`src/sv/assert_macros.svh`:
```
// Assertion macros shared by the RTL files of the frame builder.
`ifndef ASSERT_MACROS_SVH
`define ASSERT_MACROS_SVH

// Checks a property at every rising clock edge outside of reset.
`define ASSERT_CLK(label, prop, msg) \
  label: assert property (@(posedge clk) disable iff (!rst_n) (prop)) else $error(msg);

// Checks that a condition in one cycle is followed by another in the next cycle.
`define ASSERT_NEXT(label, cond, prop, msg) \
  label: assert property (@(posedge clk) disable iff (!rst_n) (cond) |=> (prop)) \
    else $error(msg);

`endif

```
`src/sv/sfb_pkg.sv`:
```
// Types and constants of the sensor frame builder.
package sfb_pkg;

  localparam int unsigned WORD_W          = 32;
  localparam int unsigned BYTE_W          = 8;
  localparam int unsigned IDX_W           = 6;
  localparam int unsigned WORDS_PER_FRAME = 21;

  localparam logic [BYTE_W-1:0] HDR_BYTE0    = 8'hAA;
  localparam logic [BYTE_W-1:0] HDR_BYTE1    = 8'h55;
  localparam logic [BYTE_W-1:0] TRAILER_BYTE = 8'h0A;

  // Position of a byte inside the sequence that one word causes.
  typedef enum logic [2:0] {
    SLOT_HDR0,
    SLOT_HDR1,
    SLOT_B0,
    SLOT_B1,
    SLOT_B2,
    SLOT_B3,
    SLOT_SUM,
    SLOT_TRL
  } slot_t;

endpackage

```
`src/sv/sensor_frame_builder.sv`:
```
// Sensor frame builder: turns 32-bit sensor words into a framed byte stream.
//
// Input channel: in_valid/in_stall carry one sensor word per beat.
// Output channel: out_valid/out_stall carry one frame byte per beat, with
// out_run_last on the last byte of a word and out_frame_last on the trailer.
// A frame is 0xAA 0x55, then each word low byte first, then the 8-bit sum of
// the payload bytes, then 0x0A. WORDS_PER_FRAME words make one frame.
// A word enters a work register, which hands one byte per cycle to the
// output register while the receiver does not stall. Its first byte follows
// the word from the work register into the output register. Throughput is set
// by the byte-wide output: four bytes per word, plus header, sum and trailer.
// The next word is taken in the cycle the current word's last byte moves
// into the output register, so there are no gaps between words.
// When the receiver stalls, the output byte holds and the work register
// stops; in_stall rises once the work register is full.
// Synchronous reset empties both registers and starts a new frame.
`include "assert_macros.svh"

module sensor_frame_builder #(
  parameter int unsigned WORDS_PER_FRAME = sfb_pkg::WORDS_PER_FRAME
) (
  input  logic                      clk,
  input  logic                      rst_n,
  input  logic                      in_valid,
  output logic                      in_stall,
  input  logic [sfb_pkg::WORD_W-1:0] in_sensor_word,
  output logic                      out_valid,
  input  logic                      out_stall,
  output logic [sfb_pkg::BYTE_W-1:0] out_byte,
  output logic                      out_run_last,
  output logic                      out_frame_last
);

  localparam int unsigned CNT_W = sfb_pkg::IDX_W + 1;
  localparam logic [CNT_W-1:0] FRAME_LEN = CNT_W'(WORDS_PER_FRAME);

  // Frame state.
  logic [sfb_pkg::IDX_W-1:0]  word_index_r, word_index_nxt;
  logic [sfb_pkg::BYTE_W-1:0] running_sum_r, running_sum_nxt;

  // Work register: the word whose bytes are being sent.
  logic                       work_valid_r;
  logic [sfb_pkg::WORD_W-1:0] word_r;
  logic [sfb_pkg::BYTE_W-1:0] chk_r;
  logic                       last_r;
  sfb_pkg::slot_t             slot_r;

  // Output register.
  logic                       out_valid_r;
  logic [sfb_pkg::BYTE_W-1:0] out_byte_r;
  logic                       out_run_last_r;
  logic                       out_frame_last_r;

  logic                       in_accept;
  logic                       out_free;
  logic                       advance;
  logic                       finish;
  logic                       word_last;
  logic [sfb_pkg::BYTE_W-1:0] sum_word;
  logic [sfb_pkg::BYTE_W-1:0] cur_byte;
  sfb_pkg::slot_t             end_slot;

  assign out_free  = !out_valid_r || !out_stall;
  assign advance   = work_valid_r && out_free;
  assign end_slot  = last_r ? sfb_pkg::SLOT_TRL : sfb_pkg::SLOT_B3;
  assign finish    = advance && (slot_r == end_slot);
  assign in_stall  = work_valid_r && !finish;
  assign in_accept = in_valid && !in_stall;

  // A counter at or past the frame length also closes the frame.
  assign word_last = ({1'b0, word_index_r} + CNT_W'(1)) >= FRAME_LEN;

  assign sum_word = running_sum_r + in_sensor_word[7:0] + in_sensor_word[15:8]
                  + in_sensor_word[23:16] + in_sensor_word[31:24];

  always_comb begin
    word_index_nxt  = word_index_r;
    running_sum_nxt = running_sum_r;
    if (in_accept) begin
      if (word_last) begin
        word_index_nxt  = '0;
        running_sum_nxt = '0;
      end else begin
        word_index_nxt  = word_index_r + sfb_pkg::IDX_W'(1);
        running_sum_nxt = sum_word;
      end
    end
  end

  always_comb begin
    unique case (slot_r)
      sfb_pkg::SLOT_HDR0: cur_byte = sfb_pkg::HDR_BYTE0;
      sfb_pkg::SLOT_HDR1: cur_byte = sfb_pkg::HDR_BYTE1;
      sfb_pkg::SLOT_B0:   cur_byte = word_r[7:0];
      sfb_pkg::SLOT_B1:   cur_byte = word_r[15:8];
      sfb_pkg::SLOT_B2:   cur_byte = word_r[23:16];
      sfb_pkg::SLOT_B3:   cur_byte = word_r[31:24];
      sfb_pkg::SLOT_SUM:  cur_byte = chk_r;
      sfb_pkg::SLOT_TRL:  cur_byte = sfb_pkg::TRAILER_BYTE;
      default:            cur_byte = '0;
    endcase
  end

  always_ff @(posedge clk) begin
    if (!rst_n) begin
      word_index_r  <= '0;
      running_sum_r <= '0;
      work_valid_r  <= 1'b0;
      slot_r        <= sfb_pkg::SLOT_HDR0;
      out_valid_r   <= 1'b0;
    end else begin
      word_index_r  <= word_index_nxt;
      running_sum_r <= running_sum_nxt;
      if (in_accept) begin
        work_valid_r <= 1'b1;
        slot_r       <= (word_index_r == '0) ? sfb_pkg::SLOT_HDR0 : sfb_pkg::SLOT_B0;
      end else begin
        if (finish) begin
          work_valid_r <= 1'b0;
        end
        if (advance) begin
          slot_r <= sfb_pkg::slot_t'(slot_r + 3'd1);
        end
      end
      if (out_free) begin
        out_valid_r <= work_valid_r;
      end
    end
  end

  // Payload registers need no reset.
  always_ff @(posedge clk) begin
    if (in_accept) begin
      word_r <= in_sensor_word;
      chk_r  <= sum_word;
      last_r <= word_last;
    end
    if (out_free) begin
      out_byte_r       <= cur_byte;
      out_run_last_r   <= (slot_r == end_slot);
      out_frame_last_r <= (slot_r == sfb_pkg::SLOT_TRL);
    end
  end

  assign out_valid      = out_valid_r;
  assign out_byte       = out_byte_r;
  assign out_run_last   = out_run_last_r;
  assign out_frame_last = out_frame_last_r;

  `ASSERT_CLK(a_frame_last_ends_run, !(out_valid_r && out_frame_last_r) || out_run_last_r, "frame end without run end")
  `ASSERT_CLK(a_frame_last_trailer, !(out_valid_r && out_frame_last_r) || (out_byte_r == sfb_pkg::TRAILER_BYTE), "frame end is not the trailer")
  `ASSERT_CLK(a_index_in_frame, {1'b0, word_index_r} < FRAME_LEN, "word index past frame length")
  `ASSERT_NEXT(a_accept_fills_work, in_accept, work_valid_r, "accepted word lost")

endmodule

```
`config.mk`:
```
export PLATFORM = sky130hd
export DESIGN_NAME = sensor_frame_builder
export DESIGN_NICKNAME = d
export VERILOG_FILES = /design/src/sv/sfb_pkg.sv /design/src/sv/sensor_frame_builder.sv
export VERILOG_INCLUDE_DIRS = /design/src /design/src/sv
export SDC_FILE = /design/constraint.sdc
export NUM_CORES = 1
export LEC_CHECK = 0
export ABC_CLOCK_PERIOD_IN_PS = 4780
export BUFFER_PORTS_ARGS = -buffer_cell sky130_fd_sc_hd__buf_2
export CAP_MARGIN = 20
export CORE_MARGIN = 8
export CORE_UTILIZATION = 45
export CTS_CLUSTER_SIZE = 14
export DETAILED_ROUTE_END_ITERATION = 6
export SLEW_MARGIN = 30
export SYNTH_ARGS = -nofsm -noshare
export SYNTH_HDL_FRONTEND = slang
export SYNTH_SLANG_ARGS = --single-unit
```
`constraint.sdc`:
```
create_clock -name clk -period 4.78 [get_ports clk]
set_input_delay 0.956 -clock clk [delete_from_list [all_inputs] [get_ports clk]]
set_output_delay 0.956 -clock clk [all_outputs]
set_load 0.02 [all_outputs]
```
==> impl_results.html, run 1 <==
<table>
<tr><th>Metric</th><th>Value</th></tr>
<tr><th colspan="2">Status</th></tr>
<tr><td>Run status</td><td>complete, no violations</td></tr>
<tr><th colspan="2">Timing</th></tr>
<tr><td>Actual transition at the worst max-transition pin</td><td>between 0.8 and 0.9 ns</td></tr>
<tr><td>Setup repair after global routing missed its margin</td><td>no</td></tr>
<tr><td>Worst rel slew slack</td><td>0.400</td></tr>
<tr><td>Summed negative setup slack over all endpoints</td><td>0 ns</td></tr>
<tr><td>Final period demand of the worst path</td><td>3.89 ns</td></tr>
<tr><td>Fin crit share</td><td>0.814</td></tr>
<tr><td>Clock tree skew after final layout</td><td>about 0.011 ns</td></tr>
<tr><td>Count of final max-slew check failures</td><td>0</td></tr>
<tr><td>Hold Worst Slack</td><td>approximately 0.46 ns</td></tr>
<tr><td>Final Hold Vio Count</td><td>0</td></tr>
<tr><td>Total of endpoints with negative setup slack in the final report</td><td>0</td></tr>
<tr><td>Highest Clock Rate</td><td>~260 MHz</td></tr>
<tr><th colspan="2">Floorplan</th></tr>
<tr><td>Die width</td><td>about 110 um</td></tr>
<tr><td>Core outline area</td><td>~7800 um^2</td></tr>
<tr><td>Chip height</td><td>approximately 110 um</td></tr>
<tr><td>Die Footprint</td><td>roughly 11,000 um^2</td></tr>
<tr><td>Number of placement rows</td><td>32</td></tr>
<tr><td>Count of pins on the block boundary</td><td>48</td></tr>
<tr><td>Initial core utilization</td><td>0.466</td></tr>
<tr><th colspan="2">Min path</th></tr>
<tr><td>Cell depth of the worst hold path</td><td>2</td></tr>
<tr><td>Hold path startpoint</td><td>running_sum_r[1]$_SDFFE_PN0P_</td></tr>
<tr><td>WHS Endpoint</td><td>running_sum_r[1]$_SDFFE_PN0P_</td></tr>
<tr><td>Path category of the worst min-delay check</td><td>register to register</td></tr>
<tr><th colspan="2">Layout</th></tr>
<tr><td>Fill cell total of the finished layout</td><td>a little over 700</td></tr>
<tr><td>Area of the multi-input gates</td><td>1480 um^2</td></tr>
<tr><td>Antenna cell count</td><td>0</td></tr>
<tr><td>Net total in the final layout</td><td>434</td></tr>
<tr><td>Proportion of layout cells with a drive suffix above 1</td><td>0.186</td></tr>
<tr><td>Post-route cell area</td><td>approximately 4200 um^2</td></tr>
<tr><td>Signed area change from the synthesized netlist to the final layout</td><td>15.7%</td></tr>
<tr><td>Register area</td><td>roughly 1900 um^2</td></tr>
<tr><th colspan="2">CTS</th></tr>
<tr><td>Clk pin slew, worst setup/hold paths</td><td>0.08 ns</td></tr>
<tr><td>H-tree levels</td><td>3</td></tr>
<tr><td>Post-cts hold buffer count</td><td>0</td></tr>
<tr><td>Maximum buffer depth of the clock tree</td><td>2</td></tr>
<tr><td>Clock latency reported for the late side of the worst-skew pair</td><td>between 0.3 and 0.4 ns</td></tr>
<tr><td>Post-CTS setup-driven buffer insertion count</td><td>0</td></tr>
<tr><td>TritonCTS Sinks</td><td>70</td></tr>
<tr><td>TritonCTS clock tree</td><td>built</td></tr>
<tr><td>Num CTS Buffers</td><td>9</td></tr>
<tr><td>Number of gates given a new drive strength after cts</td><td>0</td></tr>
<tr><td>Root cell of the clock tree</td><td>sky130_fd_sc_hd__clkbuf_8</td></tr>
<tr><th colspan="2">Critical path</th></tr>
<tr><td>Crit path kind</td><td>input pin to register</td></tr>
<tr><td>Worst EP arrival</td><td>4.12 ns</td></tr>
<tr><td>Critical path's slowest cell</td><td>sky130_fd_sc_hd__fa_1</td></tr>
<tr><td>Launching point of the worst reg2reg path</td><td>slot_r[2]$_SDFFE_PN0P_</td></tr>
<tr><td>Crit-path cells</td><td>buf_2, inv_1, fa_1, fa_1, fa_1, inv_1, ha_1, inv_1, fa_1, nor2b_1, o31a_1, o21ai_0, nand2b_1, xnor2_1, a41o_1</td></tr>
<tr><td>Critical-path maximum fanout</td><td>2</td></tr>
<tr><td>Startpoint of the most critical setup path</td><td>in_sensor_word[1]</td></tr>
<tr><td>Critical Path Sink Type</td><td>register</td></tr>
<tr><td>Worst reg2reg path depth</td><td>7</td></tr>
<tr><td>Startpoint type of the worst setup path</td><td>input pin</td></tr>
<tr><td>Worst stage delay on the critical path</td><td>0.57 ns</td></tr>
<tr><td>Worst reg-to-reg setup slack</td><td>roughly 2.2 ns</td></tr>
<tr><td>Reg-to-reg critical path endpoint</td><td>running_sum_r[4]$_SDFFE_PN0P_</td></tr>
<tr><td>Most used cell along the critical path</td><td>sky130_fd_sc_hd__fa_1</td></tr>
<tr><td>Data required time of the critical path</td><td>~5 ns</td></tr>
<tr><th colspan="2">Placement</th></tr>
<tr><td>Final weighted congestion in routability-driven placement</td><td>between 0.7 and 0.8</td></tr>
<tr><td>PortBufs</td><td>47</td></tr>
<tr><td>Total half-perimeter wirelength after legalization and detailed placement</td><td>roughly 5500 um</td></tr>
<tr><td>Placed cell areas</td><td>about 4000 um^2</td></tr>
<tr><th colspan="2">Global routing</th></tr>
<tr><td>Via count of the first global-routing pass</td><td>about 2,500</td></tr>
<tr><td>Wire length of the first global-routing pass</td><td>between 10,000 and 15,000 um</td></tr>
<tr><td>Remaining global-route overflow</td><td>0</td></tr>
<tr><td>Initial antenna violation count</td><td>0</td></tr>
<tr><td>Pin count of the biggest net entering global routing</td><td>25</td></tr>
<tr><td>Aggregate global-route resource usage</td><td>0.149</td></tr>
<tr><th colspan="2">Drt</th></tr>
<tr><td>Count of antenna-violating nets left after detailed routing</td><td>0</td></tr>
<tr><td>Count of TritonRoute iterations in the first routing pass</td><td>7</td></tr>
<tr><td>Vias/cell</td><td>roughly 5.2</td></tr>
<tr><td>Drt first-iter violations</td><td>94</td></tr>
<tr><td>DRC violation count after routing</td><td>0</td></tr>
<tr><td>Routed wire length</td><td>approximately 7700 um</td></tr>
<tr><td>Routed len/inst</td><td>roughly 17 um</td></tr>
<tr><td>Via count of the routed design</td><td>2,442</td></tr>
<tr><th colspan="2">Pwr</th></tr>
<tr><td>Logic gate share of total power</td><td>0.290</td></tr>
<tr><td>Static leakage</td><td>between 1.5 and 2 nW</td></tr>
<tr><td>Portion of total power attributed to sequential cells</td><td>0.416</td></tr>
<tr><td>Net switching power of the design</td><td>a little under 600 uW</td></tr>
<tr><td>Clock power share</td><td>0.294</td></tr>
<tr><td>Internal power</td><td>roughly 1.4 mW</td></tr>
<tr><td>Peak supply drop</td><td>between 150 and 200 uV</td></tr>
<tr><td>Switching portion of total power</td><td>0.298</td></tr>
<tr><td>PD cells</td><td>464 nW/um^2</td></tr>
<tr><th colspan="2">Synthesis</th></tr>
<tr><td>Synthesized flop and latch total</td><td>70</td></tr>
<tr><td>Number of synthesized flops with an enable pin</td><td>51</td></tr>
<tr><td>Count of yosys warnings during synthesis</td><td>0</td></tr>
<tr><td>Primary FF master, synth</td><td>sky130_fd_sc_hd__edfxtp_1</td></tr>
<tr><td>Cell variety after synth</td><td>46</td></tr>
<tr><td>Sequential-to-total area share from yosys stat</td><td>0.528</td></tr>
<tr><td>Post-Syn Area per Cell</td><td>11.6 um^2</td></tr>
<tr><td>Fraction of synthesis flops using an asynchronous set or reset pin</td><td>0</td></tr>
<tr><td>Cell area after synthesis</td><td>approximately 3600 um^2</td></tr>
<tr><td>Mapped Cells</td><td>312</td></tr>
<tr><td>Total nets after synthesis</td><td>between 300 and 400</td></tr>
<tr><th colspan="2">Job</th></tr>
<tr><td>Max-Cap Viols</td><td>0</td></tr>
</table>
[per-layer routing]
layer	track usage	wire length [um]
met5	0	0
met3	0.0378	395
met4	0.0563	102
met1	0.185	3390
met2	0.243	3840
[worst max path at each step]
| stage | end | slack [ns] | depth (start not counted) |
|---|---|---|---|
| 5_1_grt | running_sum_r[7]$_SDFFE_PN0P_ | 0.65 | 15 |
| 3_3_place_gp | running_sum_r[6]$_SDFFE_PN0P_ | 0.58 | 15 |
| 6_report | running_sum_r[7]$_SDFFE_PN0P_ | 0.89 | 15 |
| 3_5_place_dp | running_sum_r[6]$_SDFFE_PN0P_ | 0.54 | 15 |
| 4_1_cts | running_sum_r[6]$_SDFFE_PN0P_ | 0.90 | 15 |
| 2_1_floorplan | running_sum_r[6]$_SDFFE_PN0P_ | 0.81 | 14 |
[area by class of cell]
type / instances / share of cell area
Inverter: 50 / 0.0448
Clock buffer: 10 / 0.0304
Sequential cell: 70 / 0.456
Clock inverter: 6 / 0.0263
Multi-Input combinational cell: 181 / 0.352
Timing Repair Buffer: 49 / 0.0597
Tap cell: 102 / 0.0304
[registers in the layout, summed over array words and instances (netlist names)]
name / cells
chk_r: 8
last_r: 1
out_byte: 8
out_frame_last: 1
out_run_last: 1
out_valid: 1
running_sum_r: 8
slot_r: 3
word_index_r: 6
word_r: 32
work_valid_r: 1
[critical path, delay by kind of cell]
kind | cells | cell delay, ns
simple gates | 2 | 0.18
xor+xnor | 1 | 0.14
compound gates | 3 | 0.63
fa+ha+maj | 5 | 1.95
buf+inv | 4 | 0.26
[synth_stat cells, types with 2 or more instances]
library cell,number,share of area
sky130_fd_sc_hd__a21boi_0,4,0.0083
sky130_fd_sc_hd__ha_1,17,0.059
sky130_fd_sc_hd__a222oi_1,2,0.0055
sky130_fd_sc_hd__inv_1,48,0.050
sky130_fd_sc_hd__or4_1,3,0.0062
sky130_fd_sc_hd__and3_1,4,0.0069
sky130_fd_sc_hd__a41o_1,2,0.0055
sky130_fd_sc_hd__o211ai_1,2,0.0041
sky130_fd_sc_hd__dfxtp_1,19,0.10
sky130_fd_sc_hd__edfxtp_1,51,0.42
sky130_fd_sc_hd__o21a_1,2,0.0041
sky130_fd_sc_hd__a21oi_1,17,0.023
sky130_fd_sc_hd__nor2_1,12,0.012
sky130_fd_sc_hd__nand3_1,13,0.018
sky130_fd_sc_hd__clkbuf_1,9,0.0093
sky130_fd_sc_hd__a32oi_1,2,0.0048
sky130_fd_sc_hd__fa_1,20,0.11
sky130_fd_sc_hd__o2111ai_1,4,0.0097
sky130_fd_sc_hd__nand4_1,2,0.0035
sky130_fd_sc_hd__a22oi_1,6,0.012
sky130_fd_sc_hd__nor2b_1,3,0.0052
sky130_fd_sc_hd__o21ai_0,9,0.012
sky130_fd_sc_hd__xnor2_1,12,0.029
sky130_fd_sc_hd__a31oi_1,2,0.0035
sky130_fd_sc_hd__nand2_1,26,0.027
[kinds of logic after synthesis]
kind of cell	after synthesis	share of synthesized area
buf+inv	61	0.0646
flops	70	0.528
simple gates	71	0.0953
xor+xnor	13	0.0314
compound gates	60	0.112
fa+ha+maj	37	0.169
[per-stage QoR]
stage                     setup WS, ns  instances  total power [mW]   util
final                            0.889        468              1.94  0.540
after global routing             0.646        468              2.07  0.540
after CTS                        0.900        468              1.96  0.540
after detailed placement         0.539        452              1.39  0.509
after global placement           0.577        452              1.38  0.509
after floorplan                  0.805        312              1.24      -
[power by group through the flow]
stage	Sequential, mW	Clock, mW	Combinational, mW
after global placement	0.820	0	0.557
after floorplan	0.828	0	0.414
final	0.808	0.572	0.564
after CTS	0.809	0.582	0.573
after detailed placement	0.821	0	0.569
after global routing	0.820	0.611	0.637
[placed cells by master (no fill, tap or decap), types with 2 or more instances in the layout]
| cell | n |
|---|---|
| sky130_fd_sc_hd__nor2b_1 | 3 |
| sky130_fd_sc_hd__or4_1 | 3 |
| sky130_fd_sc_hd__inv_1 | 47 |
| sky130_fd_sc_hd__a41o_1 | 2 |
| sky130_fd_sc_hd__a21oi_1 | 17 |
| sky130_fd_sc_hd__clkinv_1 | 2 |
| sky130_fd_sc_hd__nand2_1 | 26 |
| sky130_fd_sc_hd__buf_4 | 2 |
| sky130_fd_sc_hd__inv_2 | 2 |
| sky130_fd_sc_hd__dfxtp_1 | 19 |
| sky130_fd_sc_hd__o2111ai_1 | 4 |
| sky130_fd_sc_hd__a31oi_1 | 2 |
| sky130_fd_sc_hd__ha_1 | 17 |
| sky130_fd_sc_hd__a32oi_1 | 2 |
| sky130_fd_sc_hd__nor2_1 | 12 |
| sky130_fd_sc_hd__buf_2 | 47 |
| sky130_fd_sc_hd__clkbuf_8 | 9 |
| sky130_fd_sc_hd__nand3_1 | 13 |
| sky130_fd_sc_hd__bufinv_16 | 3 |
| sky130_fd_sc_hd__o211ai_1 | 2 |
| sky130_fd_sc_hd__a22oi_1 | 6 |
| sky130_fd_sc_hd__xnor2_1 | 12 |
| sky130_fd_sc_hd__o21ai_0 | 9 |
| sky130_fd_sc_hd__edfxtp_1 | 51 |
| sky130_fd_sc_hd__a222oi_1 | 2 |
| sky130_fd_sc_hd__and3_1 | 4 |
| sky130_fd_sc_hd__nand4_1 | 2 |
| sky130_fd_sc_hd__o21a_1 | 2 |
| sky130_fd_sc_hd__fa_1 | 20 |
| sky130_fd_sc_hd__a21boi_0 | 4 |
Power figures use the tool's default switching activity.
==> run 2, diff against run 1 <==
- ABC_AREA: unset -> 1
- ABC_CLOCK_PERIOD_IN_PS: 4780 -> 3950
- clock period: 4.78 -> 3.95 ns (I/O delays scaled with it)
==> run 2 against run 1 <==
Net effect: sequential share of layout area decreased by 0.31 points; clock skew about the same; global-route usage about the same; sequential power increased by 22%; die area increased by 0.64%; highest routed layer unchanged.
==> impl_results.html, run 2 <==
<table>
<tr><th>Metric</th><th>Value</th></tr>
<tr><th colspan="2">Critical path</th></tr>
<tr><td>Startpoint type of the worst setup path</td><td>input pin</td></tr>
<tr><td>Worst stage delay on the critical path</td><td>between 0.5 and 0.6 ns</td></tr>
<tr><td>Worst EP arrival</td><td>3.89 ns</td></tr>
<tr><td>Critical path's slowest cell</td><td>sky130_fd_sc_hd__fa_1</td></tr>
<tr><td>Crit path kind</td><td>input pin to register</td></tr>
<tr><td>Worst path buffer plus inverter count</td><td>5</td></tr>
<tr><td>Critical path's top delay family</td><td>adder cells</td></tr>
<tr><td>Critical Path Sink Type</td><td>register</td></tr>
<tr><td>Crit-path cells</td><td>buf_2, inv_1, fa_1, fa_1, fa_1, inv_1, ha_1, inv_1, fa_1, nor3_1, nor2_1, inv_1, nand3_1, nand2_1, nand2_1, a21oi_1</td></tr>
<tr><td>Data required time of the critical path</td><td>roughly 4.2 ns</td></tr>
<tr><td>Critical-path maximum fanout</td><td>3</td></tr>
<tr><th colspan="2">Placement</th></tr>
<tr><td>Cell count after placement</td><td>between 400 and 500</td></tr>
<tr><td>Placed cell areas</td><td>~4000 um^2</td></tr>
<tr><td>Total half-perimeter wirelength after legalization and detailed placement</td><td>approximately 5700 um</td></tr>
<tr><td>Final weighted congestion in routability-driven placement</td><td>between 0.8 and 0.9</td></tr>
<tr><td>PortBufs</td><td>47</td></tr>
<tr><th colspan="2">Layout</th></tr>
<tr><td>Fill cell total of the finished layout</td><td>732</td></tr>
<tr><td>Post-route cell area</td><td>4220 um^2</td></tr>
<tr><td>Proportion of layout cells with a drive suffix above 1</td><td>0.174</td></tr>
<tr><td>Register ranked first by flip-flop count</td><td>word_r</td></tr>
<tr><td>Commonest cells after routing, fill and taps aside</td><td>70 x sky130_fd_sc_hd__nand2_1, 69 x sky130_fd_sc_hd__inv_1, 51 x sky130_fd_sc_hd__edfxtp_1</td></tr>
<tr><td>Count of non-filler cells in the finished layout</td><td>between 500 and 600</td></tr>
<tr><td>Signed area change from the synthesized netlist to the final layout</td><td>15.6%</td></tr>
<tr><td>Register area</td><td>roughly 1900 um^2</td></tr>
<tr><td>Net total in the final layout</td><td>around 470</td></tr>
<tr><td>Antenna cell count</td><td>0</td></tr>
<tr><td>Most common cell after layout, fill and taps aside</td><td>sky130_fd_sc_hd__nand2_1</td></tr>
<tr><td>Max reg flops</td><td>32</td></tr>
<tr><td>Area of the multi-input gates</td><td>1460 um^2</td></tr>
<tr><th colspan="2">Global routing</th></tr>
<tr><td>Met1 global-route usage</td><td>0.171</td></tr>
<tr><td>Remaining global-route overflow</td><td>0</td></tr>
<tr><td>Aggregate global-route resource usage</td><td>0.149</td></tr>
<tr><td>Via count of the first global-routing pass</td><td>2,649</td></tr>
<tr><td>Global-route track usage on met2</td><td>0.248</td></tr>
<tr><td>GR peak layer</td><td>met2</td></tr>
<tr><td>Pin count of the biggest net entering global routing</td><td>26</td></tr>
<tr><td>Initial antenna violation count</td><td>0</td></tr>
<tr><td>Wire length of the first global-routing pass</td><td>12,900 um</td></tr>
<tr><td>Met3 layer usage reported by global route</td><td>0.0369</td></tr>
<tr><th colspan="2">CTS</th></tr>
<tr><td>TritonCTS Sinks</td><td>70</td></tr>
<tr><td>Post-CTS setup-driven buffer insertion count</td><td>0</td></tr>
<tr><td>H-tree levels</td><td>3</td></tr>
<tr><td>Root cell of the clock tree</td><td>sky130_fd_sc_hd__clkbuf_8</td></tr>
<tr><td>Clk pin slew, worst setup/hold paths</td><td>about 0.080 ns</td></tr>
<tr><td>TritonCTS clock tree</td><td>built</td></tr>
<tr><td>Clock latency reported for the late side of the worst-skew pair</td><td>~0.34 ns</td></tr>
<tr><td>Num CTS Buffers</td><td>9</td></tr>
<tr><td>Number of gates given a new drive strength after cts</td><td>0</td></tr>
<tr><td>Maximum buffer depth of the clock tree</td><td>2</td></tr>
<tr><td>Post-cts hold buffer count</td><td>0</td></tr>
<tr><th colspan="2">Timing</th></tr>
<tr><td>Hold Worst Slack</td><td>approximately 0.47 ns</td></tr>
<tr><td>Clock tree skew after final layout</td><td>0.0115 ns</td></tr>
<tr><td>Setup repair after global routing missed its margin</td><td>no</td></tr>
<tr><td>Total of endpoints with negative setup slack in the final report</td><td>0</td></tr>
<tr><td>Worst rel slew slack</td><td>0.422</td></tr>
<tr><td>Highest Clock Rate</td><td>approximately 280 MHz</td></tr>
<tr><td>Count of final max-slew check failures</td><td>0</td></tr>
<tr><td>Final period demand of the worst path</td><td>between 3 and 4 ns</td></tr>
<tr><td>Actual transition at the worst max-transition pin</td><td>approximately 0.86 ns</td></tr>
<tr><td>Fin crit share</td><td>0.918</td></tr>
<tr><td>Summed negative setup slack over all endpoints</td><td>0 ns</td></tr>
<tr><td>Final Hold Vio Count</td><td>0</td></tr>
<tr><th colspan="2">Job</th></tr>
<tr><td>Max-Cap Viols</td><td>0</td></tr>
<tr><th colspan="2">Synthesis</th></tr>
<tr><td>Post-Syn Area per Cell</td><td>10.7 um^2</td></tr>
<tr><td>Cell variety after synth</td><td>31</td></tr>
<tr><td>Mapped Cells</td><td>between 300 and 400</td></tr>
<tr><td>Count of yosys warnings during synthesis</td><td>0</td></tr>
<tr><td>Primary FF master, synth</td><td>sky130_fd_sc_hd__edfxtp_1</td></tr>
<tr><td>Number of synthesized flops with an enable pin</td><td>51</td></tr>
<tr><td>Commonest cells in the netlist</td><td>70 x sky130_fd_sc_hd__nand2_1, 69 x sky130_fd_sc_hd__inv_1, 51 x sky130_fd_sc_hd__edfxtp_1</td></tr>
<tr><td>Cell type with the highest aggregate area in the netlist</td><td>sky130_fd_sc_hd__edfxtp_1</td></tr>
<tr><td>Cell types occupying the most area after synthesis</td><td>sky130_fd_sc_hd__edfxtp_1 42%, sky130_fd_sc_hd__fa_1 11%, sky130_fd_sc_hd__dfxtp_1 10%, sky130_fd_sc_hd__nand2_1 7.2%, sky130_fd_sc_hd__inv_1 7.1%</td></tr>
<tr><td>Cell area after synthesis</td><td>between 3000 and 4000 um^2</td></tr>
<tr><td>Portion of synthesized cell area occupied by the leading cell type</td><td>0.419</td></tr>
<tr><td>Synthesized flop and latch total</td><td>70</td></tr>
<tr><td>Sequential-to-total area share from yosys stat</td><td>0.524</td></tr>
<tr><td>Most frequently used cell type in the post-synthesis netlist</td><td>sky130_fd_sc_hd__nand2_1</td></tr>
<tr><td>Total nets after synthesis</td><td>a little over 400</td></tr>
<tr><td>Fraction of synthesis flops using an asynchronous set or reset pin</td><td>0</td></tr>
<tr><th colspan="2">Status</th></tr>
<tr><td>Run status</td><td>complete, no violations</td></tr>
<tr><th colspan="2">Pwr</th></tr>
<tr><td>PD cells</td><td>556 nW/um^2</td></tr>
<tr><td>Static leakage</td><td>~1.9 nW</td></tr>
<tr><td>Total power consumption of the routed design</td><td>2.35 mW</td></tr>
<tr><td>Peak supply drop</td><td>between 200 and 250 uV</td></tr>
<tr><th colspan="2">Floorplan</th></tr>
<tr><td>Chip height</td><td>around 110 um</td></tr>
<tr><td>Die Footprint</td><td>between 10,000 and 15,000 um^2</td></tr>
<tr><td>Initial core utilization</td><td>0.453</td></tr>
<tr><td>Die width</td><td>approximately 110 um</td></tr>
<tr><td>Count of pins on the block boundary</td><td>48</td></tr>
<tr><td>Core outline area</td><td>8050 um^2</td></tr>
<tr><td>Number of placement rows</td><td>33</td></tr>
<tr><th colspan="2">Drt</th></tr>
<tr><td>Count of antenna-violating nets left after detailed routing</td><td>0</td></tr>
<tr><td>Routed wire length</td><td>between 7000 and 8000 um</td></tr>
<tr><td>DRC violation count after routing</td><td>0</td></tr>
<tr><td>Vias/cell</td><td>around 4.9</td></tr>
<tr><td>Via count of the routed design</td><td>between 2,000 and 3,000</td></tr>
<tr><td>Drt first-iter violations</td><td>approximately 120</td></tr>
<tr><td>Routed len/inst</td><td>15.5 um</td></tr>
<tr><td>Count of TritonRoute iterations in the first routing pass</td><td>6</td></tr>
<tr><th colspan="2">Min path</th></tr>
<tr><td>Path category of the worst min-delay check</td><td>register to register</td></tr>
</table>
## run 2: changes by cell type in the layout (fill, tap and decap cells not counted), sizes merged, moves of 5 or more
| cell | previous run | this run |
|---|---|---|
| nand2 | 26 | 72 |
| inv | 49 | 69 |
| nand4 | 2 | 10 |
| xnor2 | 12 | 4 |
| a221oi | 0 | 6 |
| a22oi | 6 | 0 |
| a21oi | 17 | 22 |
## run 2: per-layer routing
metal  wire [um]  up-vias  part of all wire
met5           0        -                 0
met3         328       20             0.042
li1            -     1237                 -
met4         235        0             0.030
met1        3400     1197              0.43
met2        3900       52              0.50
## run 2: area by class of cell
type,instances,area share
Tap cell,105,0.0311
Multi-Input combinational cell,199,0.345
Clock inverter,7,0.0210
Inverter,69,0.0614
Timing Repair Buffer,49,0.0593
Sequential cell,70,0.453
Clock buffer,9,0.0293
## run 2: path summary, 6_finish.rpt
kind | end | start | depth (start not counted) | slack (ns)
hold reg to reg | running_sum_r[2]$_SDFFE_PN0P_ | running_sum_r[2]$_SDFFE_PN0P_ | 2 | 0.47
hold / removal | running_sum_r[2]$_SDFFE_PN0P_ | running_sum_r[2]$_SDFFE_PN0P_ | 2 | 0.47
setup / recovery | running_sum_r[7]$_SDFFE_PN0P_ | in_sensor_word[1] | 16 | 0.33
setup reg to reg | running_sum_r[7]$_SDFFE_PN0P_ | running_sum_r[1]$_SDFFE_PN0P_ | 13 | 1.58
## run 2: power by group
| group | switching (mW) | leakage [nW] | internal, mW | total [mW] |
|---|---|---|---|---|
| registers | 0.0449 | 0.655 | 0.943 | 0.988 |
| clock network | 0.270 | 0.104 | 0.351 | 0.621 |
| logic | 0.449 | 1.12 | 0.287 | 0.736 |
## run 2: tightest hold or removal path, stage by stage, from the launching register on
cell                      delay, ns
sky130_fd_sc_hd__dfxtp_1       0.31
sky130_fd_sc_hd__nand2_1       0.06
sky130_fd_sc_hd__a21oi_1       0.05
## run 2: metrics by stage
step | utilization | worst slack (ns)
global placement | 0.498 | 0.0882
global route | 0.524 | 0.177
floorplan | - | 0.353
finish | 0.524 | 0.326
CTS | 0.524 | 0.344
detailed placement | 0.498 | 0.0192
## run 2: kinds of logic after synthesis
group	Yosys count	share of synthesized area
compound gates	42	0.0733
xor+xnor	9	0.0216
flops	70	0.524
fa+ha+maj	37	0.168
buf+inv	73	0.0774
simple gates	111	0.136
